--- config.mk ---
export PLATFORM = sky130hd
export DESIGN_NAME = der_tag_length_header_parser
export DESIGN_NICKNAME = d
export VERILOG_FILES = /design/src/rtl/dtlh_pkg.sv /design/src/rtl/dtlh_rsp_queue.sv /design/src/rtl/der_tag_length_header_parser.sv
export SDC_FILE = /design/constraint.sdc
export NUM_CORES = 1
export LEC_CHECK = 0
export BUFFER_PORTS_ARGS = -buffer_cell sky130_fd_sc_hd__buf_2
export CORE_MARGIN = 2
export CORE_UTILIZATION = 30
export CTS_BUF_LIST = sky130_fd_sc_hd__clkbuf_4
export DETAILED_ROUTE_END_ITERATION = 10
export GPL_ROUTABILITY_DRIVEN = 0
export PLACE_DENSITY_LB_ADDON = 0.2
export SLEW_MARGIN = 0
export SYNTH_ARGS = -nofsm -noshare
export SYNTH_HDL_FRONTEND = slang
export SYNTH_SLANG_ARGS = --single-unit
export TNS_END_PERCENT = 30
--- constraint.sdc ---
create_clock -name clock -period 7.8 [get_ports clock]
set_input_delay 1.56 -clock clock [delete_from_list [all_inputs] [get_ports clock]]
set_output_delay 1.56 -clock clock [all_outputs]
set_load 0.03 [all_outputs]
--- src/rtl/dtlh_pkg.sv ---
// Shared types, limits and status codes of the DER tag/length header parser.
package dtlh_pkg;

   localparam int MAX_TAG_GROUPS   = 4;
   localparam int MAX_LENGTH_BYTES = 4;

   localparam int TAG_GROUPS_W = $clog2(MAX_TAG_GROUPS + 1);
   localparam int LEN_LEFT_W   = $clog2(MAX_LENGTH_BYTES + 1);

   localparam logic [7:0] TAG_LOW_MASK  = 8'h1f;
   localparam logic [7:0] GROUP_MASK    = 8'h7f;
   localparam logic [7:0] LONG_FORM_BIT = 8'h80;
   localparam logic [7:0] CLASS_MASK    = 8'hc0;

   typedef enum logic [2:0] {
      ST_OK     = 3'd0,
      ST_TRUNC  = 3'd1,
      ST_EOC    = 3'd2,
      ST_INDEF  = 3'd3,
      ST_TAGBIG = 3'd4,
      ST_LENBIG = 3'd5
   } status_type;

   typedef struct packed {
      logic       kind;
      logic [7:0] data_byte;
   } req_word_type;

   typedef struct packed {
      logic [2:0]  status;
      logic [1:0]  tag_class;
      logic [27:0] tag_number;
      logic [31:0] content_length;
      logic [3:0]  header_bytes;
   } rsp_word_type;

endpackage

--- src/rtl/dtlh_rsp_queue.sv ---
// Two-entry output register with skid stage for parser result words.
module dtlh_rsp_queue
   import dtlh_pkg::*;
(
   input  logic         clock,
   input  logic         reset,
   input  logic         push,
   input  rsp_word_type push_word,
   output logic         full,
   output logic         rsp_valid,
   output rsp_word_type rsp_data,
   input  logic         rsp_stall
);

   logic         out_valid_ff, out_valid_in;
   logic         skid_valid_ff, skid_valid_in;
   rsp_word_type out_ff, out_in;
   rsp_word_type skid_ff, skid_in;
   logic         pop;

   assign pop = out_valid_ff && !rsp_stall;

   always_comb begin
      out_valid_in  = out_valid_ff;
      skid_valid_in = skid_valid_ff;
      out_in        = out_ff;
      skid_in       = skid_ff;
      if (pop || !out_valid_ff) begin
         // The skid word is older than anything arriving now, so it goes first.
         out_in        = skid_valid_ff ? skid_ff : push_word;
         out_valid_in  = skid_valid_ff || push;
         skid_valid_in = 1'b0;
      end else if (push) begin
         skid_in       = push_word;
         skid_valid_in = 1'b1;
      end
   end

   always_ff @(posedge clock) begin
      if (reset) begin
         out_valid_ff  <= 1'b0;
         skid_valid_ff <= 1'b0;
      end else begin
         out_valid_ff  <= out_valid_in;
         skid_valid_ff <= skid_valid_in;
      end
      out_ff  <= out_in;
      skid_ff <= skid_in;
   end

   assign full      = skid_valid_ff;
   assign rsp_valid = out_valid_ff;
   assign rsp_data  = out_ff;

   a_skid_needs_out: assert property (@(posedge clock) disable iff (reset)
      skid_valid_ff |-> out_valid_ff)
      else $error("skid word held without an output word");

   a_no_push_when_full: assert property (@(posedge clock) disable iff (reset)
      full |-> !push)
      else $error("result pushed into a full queue");

   a_skid_drains: assert property (@(posedge clock) disable iff (reset)
      pop && skid_valid_ff |=> out_valid_ff && !skid_valid_ff)
      else $error("skid word lost on drain");

endmodule

--- src/rtl/der_tag_length_header_parser.sv ---
// Top level of the DER tag/length header parser: byte state machine and result queue.
// One byte is accepted per cycle while req_stall is low.
// A result is registered into the output register, or into the skid register under an output stall,
// when the byte or end marker that closes it is accepted; the state is updated for every accepted word.
// Input stalls only when both result slots are full under an output stall.
// Synchronous active-high reset returns the parser to idle and empties the result queue.
module der_tag_length_header_parser
   import dtlh_pkg::*;
(
   input  logic         clock,
   input  logic         reset,
   input  logic         req_valid,
   output logic         req_stall,
   input  req_word_type req_data,
   output logic         rsp_valid,
   input  logic         rsp_stall,
   output rsp_word_type rsp_data
);

   typedef enum logic [1:0] {
      PH_IDLE = 2'd0,
      PH_TAG  = 2'd1,
      PH_LEN0 = 2'd2,
      PH_LENX = 2'd3
   } phase_type;

   phase_type               phase_ff, phase_in;
   logic [7:0]              ident_ff, ident_in;
   logic [27:0]             num_ff, num_in;
   logic [TAG_GROUPS_W-1:0] groups_ff, groups_in;
   logic [31:0]             len_ff, len_in;
   logic [LEN_LEFT_W-1:0]   left_ff, left_in;
   logic [3:0]              count_ff, count_in;

   logic                    queue_full;
   logic                    req_take;
   logic                    push;
   status_type              status;
   logic [31:0]             rsp_len;
   logic [31:0]             len_shift;
   logic [7:0]              b;
   rsp_word_type            push_word;

   assign req_stall = queue_full;
   assign req_take  = req_valid && !req_stall;
   assign b         = req_data.data_byte;
   assign len_shift = {len_ff[23:0], b};

   always_comb begin
      phase_in  = phase_ff;
      ident_in  = ident_ff;
      num_in    = num_ff;
      groups_in = groups_ff;
      len_in    = len_ff;
      left_in   = left_ff;
      count_in  = count_ff;
      push      = 1'b0;
      status    = ST_OK;
      rsp_len   = '0;
      if (req_take) begin
         if (req_data.kind) begin
            push   = 1'b1;
            status = ST_TRUNC;
         end else begin
            if (phase_ff != PH_IDLE && count_ff != 4'hf) begin
               count_in = count_ff + 4'd1;
            end
            unique case (phase_ff)
               PH_IDLE: begin
                  count_in  = 4'd1;
                  ident_in  = b;
                  groups_in = '0;
                  len_in    = '0;
                  left_in   = '0;
                  if ((b & TAG_LOW_MASK) == TAG_LOW_MASK) begin
                     num_in   = '0;
                     phase_in = PH_TAG;
                  end else begin
                     num_in   = {23'd0, b[4:0]};
                     phase_in = PH_LEN0;
                  end
               end
               PH_TAG: begin
                  if (groups_ff >= TAG_GROUPS_W'(MAX_TAG_GROUPS) || num_ff[27:21] != 7'd0) begin
                     push   = 1'b1;
                     status = ST_TAGBIG;
                  end else begin
                     num_in    = {num_ff[20:0], b[6:0]};
                     groups_in = groups_ff + TAG_GROUPS_W'(1);
                     if ((b & LONG_FORM_BIT) == 8'd0) begin
                        phase_in = PH_LEN0;
                     end
                  end
               end
               PH_LEN0: begin
                  if (b == 8'd0 && ident_ff == 8'd0) begin
                     push   = 1'b1;
                     status = ST_EOC;
                  end else if (b == LONG_FORM_BIT) begin
                     push   = 1'b1;
                     status = ST_INDEF;
                  end else if ((b & LONG_FORM_BIT) == 8'd0) begin
                     push    = 1'b1;
                     status  = ST_OK;
                     rsp_len = {24'd0, b};
                  end else if (b[6:0] > 7'(MAX_LENGTH_BYTES)) begin
                     push   = 1'b1;
                     status = ST_LENBIG;
                  end else begin
                     left_in  = b[LEN_LEFT_W-1:0];
                     len_in   = '0;
                     phase_in = PH_LENX;
                  end
               end
               PH_LENX: begin
                  if (len_ff[31:24] != 8'd0) begin
                     push   = 1'b1;
                     status = ST_LENBIG;
                  end else begin
                     len_in = len_shift;
                     if (left_ff != '0) begin
                        left_in = left_ff - LEN_LEFT_W'(1);
                     end
                     if (left_ff <= LEN_LEFT_W'(1)) begin
                        push    = 1'b1;
                        status  = ST_OK;
                        rsp_len = len_shift;
                     end
                  end
               end
               default: begin
                  phase_in = PH_IDLE;
               end
            endcase
         end
         // Every result closes the header and leaves the parser clean for the next one.
         if (push) begin
            phase_in  = PH_IDLE;
            ident_in  = '0;
            num_in    = '0;
            groups_in = '0;
            len_in    = '0;
            left_in   = '0;
         end
      end
   end

   assign push_word.status         = status;
   assign push_word.tag_class      = ident_ff[7:6] & CLASS_MASK[7:6];
   assign push_word.tag_number     = num_ff;
   assign push_word.content_length = rsp_len;
   assign push_word.header_bytes   = count_in;

   always_ff @(posedge clock) begin
      if (reset) begin
         phase_ff  <= PH_IDLE;
         ident_ff  <= '0;
         num_ff    <= '0;
         groups_ff <= '0;
         len_ff    <= '0;
         left_ff   <= '0;
         count_ff  <= '0;
      end else begin
         phase_ff  <= phase_in;
         ident_ff  <= ident_in;
         num_ff    <= num_in;
         groups_ff <= groups_in;
         len_ff    <= len_in;
         left_ff   <= left_in;
         count_ff  <= push ? 4'd0 : count_in;
      end
   end

   dtlh_rsp_queue u_rsp_queue (
      .clock     (clock),
      .reset     (reset),
      .push      (push),
      .push_word (push_word),
      .full      (queue_full),
      .rsp_valid (rsp_valid),
      .rsp_data  (rsp_data),
      .rsp_stall (rsp_stall)
   );

   a_result_ends_header: assert property (@(posedge clock) disable iff (reset)
      push |=> phase_ff == PH_IDLE && count_ff == 4'd0)
      else $error("parser did not return to idle after a result");

   a_count_in_header: assert property (@(posedge clock) disable iff (reset)
      phase_ff != PH_IDLE |-> count_ff != 4'd0)
      else $error("header byte count is zero inside a header");

   a_length_bytes_pending: assert property (@(posedge clock) disable iff (reset)
      phase_ff == PH_LENX |-> left_ff != '0 && left_ff <= LEN_LEFT_W'(MAX_LENGTH_BYTES))
      else $error("long-form length count out of range");

endmodule

==> qor.tcl <==
set qor(outcome) {complete, no violations}
set qor(placement.cell_area_mm2) 0.00924
set qor(route.detailed.drc) 0
set qor(buffer_ports.inserted) 83
set qor(worstSkewPairLatency_ns) 0.67
set qor(routed_wl_um) 18400
set qor(proportion_of_register_bits_with_asynchronous_set_or_reset_after_synthesis_pct) 0
set qor(multi_input_comb_area_mm2) 0.00245
set qor(top_cells_by_area_synth) {sky130_fd_sc_hd__edfxtp_1, sky130_fd_sc_hd__dfxtp_1, sky130_fd_sc_hd__a22o_1}
set qor(irDropWorstVdd_v) 0.0000940
set qor(count_of_standard_cell_rows) 61
set qor(setup_viol) 0
set qor(clock-skew-final_ns) 0.0474
set qor(area_enclosed_by_the_die_boundary_mm2) 0.0295
set qor(post-route-worst-setup-slack_ns) 4.12
set qor(layout-drive-gt1-share_pct) 28.4
set qor(worst-path-max-fanout) 19
set qor(drt-wirelength-per-cell_um) 16.3
set qor(dp_hpwl_um) 11900
set qor(track_usage_pct) 12.6
set qor(clock_tree.buffer_depth) 3
set qor(fin_setup_tns_ns) 0
set qor(dr.pass1.iters) 5
set qor(synth-edff-count) 138
set qor(grt_pass1_vias) 5386
set qor(cellPowerDensity_mw_per_mm2) 234
set qor(placement.setup.worst_slack_ns) 3.46
set qor(syn_nets) 616
set qor(areaGrowthSynthToFinish_pct) 17.7
set qor(cts_tree) {done}
set qor(min_path_type) {reg -> reg}
set qor(cts-root-buf) {sky130_fd_sc_hd__clkbuf_4}
set qor(initial_drc_count) 361
set qor(vias) 5328
set qor(setup.worst_path.class) {in -> reg}
set qor(final_period_util_pct) 47.2
set qor(htree_num_levels) 2
set qor(gr-total-overflow) 0
set qor(grt_max_degree) 72
set qor(cts.repair_timing.setup_buffer_count) 0
set qor(max_capacitance_violation_count) 0
set qor(cts-buffers-inserted) 53
set qor(boundaryPins) 84
set qor(avgSynthCellArea_um2) 14.2
set qor(initial_antenna_violation_count) 3
set qor(num-nets-final) 731
set qor(max_freq_ghz) 0.272
set qor(post-place-cells) 1031
set qor(crit_path_start_kind) {primary input}
set qor(drt-vias-per-instance) 4.72
set qor(timing.final.hold_violations) 0
set qor(synth.cell_area_mm2) 0.00844
set qor(synth_area_leader_cell) {sky130_fd_sc_hd__edfxtp_1}
set qor(cellLeakagePower_nw) 4.19
set qor(slew_headroom_pct) 33.6
set qor(synth_seq_cells) 220
set qor(timing.final.crit_period_ns) 3.68
set qor(post-route-cell-area_mm2) 0.00993
set qor(synth_ff_type) {sky130_fd_sc_hd__edfxtp_1}
set qor(synth.yosys.seq_area_share_pct) 68.6
set qor(final-seq-area_mm2) 0.00579
set qor(initial_util_pct) 30.5
set qor(cts.clk_slew.worst_paths_ns) 0.07
set qor(num-fill-cells) 2694
set qor(grt_first_pass_wirelength_um) 29100
set qor(fp.dieH_um) 172
set qor(cts.sinks) 220
set qor(synthesis.yosys.warnings) 0
set qor(holdBufCountCts) 0
set qor(synth.top_cell.area_share_pct) 49.1
set qor(rsz_0062_raised_after_global_routing) {no}
set qor(worst_setup_path_end_kind) {flop}
set qor(area_of_the_placeable_core_mm2) 0.0277
set qor(fin_cells) 1130
set qor(max_slew_violation_count) 0
set qor(synth_cell_type_count) 50
set qor(timing.critical_path.arrival_ns) 4.29
set qor(postCtsResizedCells) 0
set qor(required_arrival_time_at_the_worst_endpoint_ns) 8.41
set qor(die_w_um) 172
set qor(ant_nets) 0
set qor(synth_cells) 593
set qor(tightest_slew_ns) 0.997
layer usage:
metal	share of wire [%]	vias up	GRT usage [%]
met2	45	132	19.7
li1	-	2538	-
met5	0.10	-	0
met3	5.8	39	3.54
met1	47	2615	16.4
met4	2.2	4	4.83
power breakdown:
group	leakage (nW)	switching, W	total, W	internal [W]
Clock	0.403	0.000449	0.000938	0.000489
Combinational	1.71	0.0000933	0.000127	0.0000335
Sequential	2.07	0.00000992	0.00126	0.00125
cell type report:
type / count / share of cell area, %
diodes: 1 / 0.0252
clock buffers: 77 / 5.82
clock inverters: 21 / 1.16
inverters: 19 / 0.718
multi-input cells: 326 / 24.7
flip-flops and latches: 220 / 58.3
well taps: 378 / 4.76
repair buffers: 88 / 4.56
sequential cells by signal, summed over array words and instances (netlist names):
signal	flops
num_ff	28
groups_ff	3
ident_ff	8
u_rsp_queue.skid_ff	69
phase_ff	2
count_ff	4
len_ff	32
left_ff	3
u_rsp_queue.full	1
u_rsp_queue.rsp_data	69
u_rsp_queue.rsp_valid	1
worst paths after layout:
check	startpoint	endpoint	slack, ns	cells after the start
hold / removal	len_ff[29]	len_ff[29]	0.48	1
setup / recovery	req_data[6]	num_ff[23]	4.12	7
setup reg to reg	phase_ff[0]	u_rsp_queue.skid_ff[25]	4.83	8
hold reg to reg	len_ff[29]	len_ff[29]	0.48	1
cell usage after synthesis, drive strengths merged (2+ instances only):
cell / n
ha: 10
nand2: 15
a211o: 2
o2111a: 2
mux2: 32
nor2b: 6
a2111o: 2
nand4: 3
or4: 8
edfxtp: 138
a22o: 47
a2bb2oi: 5
and2: 34
a21o: 36
nor3: 5
mux2i: 2
inv: 19
a31oi: 2
o22ai: 3
nor3b: 2
dfxtp: 82
nor2: 36
a22oi: 20
and3: 3
buf: 9
o21ai: 7
clkbuf: 19
nand3: 7
a21oi: 16
a32o: 5
layout by cell type, fill, tap and decap left out, types with 2 or more instances in the layout:
cell,instances
sky130_fd_sc_hd__nor2b_1,6
sky130_fd_sc_hd__mux2_2,32
sky130_fd_sc_hd__and2_1,34
sky130_fd_sc_hd__a2111o_1,2
sky130_fd_sc_hd__nor3_1,5
sky130_fd_sc_hd__a21oi_1,15
sky130_fd_sc_hd__buf_2,83
sky130_fd_sc_hd__o2111a_1,2
sky130_fd_sc_hd__a22oi_1,20
sky130_fd_sc_hd__a22o_1,47
sky130_fd_sc_hd__a21o_1,36
sky130_fd_sc_hd__and3_1,3
sky130_fd_sc_hd__nor2_1,35
sky130_fd_sc_hd__a32o_1,5
sky130_fd_sc_hd__nor3b_1,2
sky130_fd_sc_hd__o22ai_1,3
sky130_fd_sc_hd__clkinv_1,17
sky130_fd_sc_hd__clkbuf_4,77
sky130_fd_sc_hd__o21ai_0,6
sky130_fd_sc_hd__nand3_1,7
sky130_fd_sc_hd__or4_1,7
sky130_fd_sc_hd__ha_1,10
sky130_fd_sc_hd__nand4_1,3
sky130_fd_sc_hd__a2bb2oi_1,5
sky130_fd_sc_hd__a31oi_1,2
sky130_fd_sc_hd__a211o_1,2
sky130_fd_sc_hd__dfxtp_1,81
sky130_fd_sc_hd__nand2_1,13
sky130_fd_sc_hd__buf_4,5
sky130_fd_sc_hd__edfxtp_1,138
sky130_fd_sc_hd__inv_1,19
sky130_fd_sc_hd__mux2i_1,2
through the flow:
stage | total power, W | utilization (%) | hold slack, ns
CTS | 0.00237 | 35.8 | 0.473
finish | 0.00233 | 35.8 | 0.476
detailed placement | 0.00142 | 33.3 | 0.453
global placement | 0.00141 | 33.3 | 0.449
floorplan | 0.00137 | - | 0.434
global route | 0.00244 | 35.8 | 0.493
critical path: stages:
cell and delay (ns):
sky130_fd_sc_hd__buf_2 0.14, sky130_fd_sc_hd__or4_4 0.56, sky130_fd_sc_hd__o41a_1 0.45, sky130_fd_sc_hd__a21oi_1 0.27
sky130_fd_sc_hd__a311o_2 0.41, sky130_fd_sc_hd__and2_1 0.64, sky130_fd_sc_hd__a22o_1 0.25
kinds of logic (layout without fill, tap and decap cells):
kind of cell,Yosys count,count (layout),share of synthesized area (%)
adders and majority gates,10,10,1.48
buffers and inverters,47,205,2.59
DFF,220,220,68.6
other,0,1,0
muxes,34,34,4.51
and+or+nand+nor,123,123,7.86
AOI/OAI and AO/OA,159,159,15.0
No activity file was read; power rests on OpenSTA's default activity.
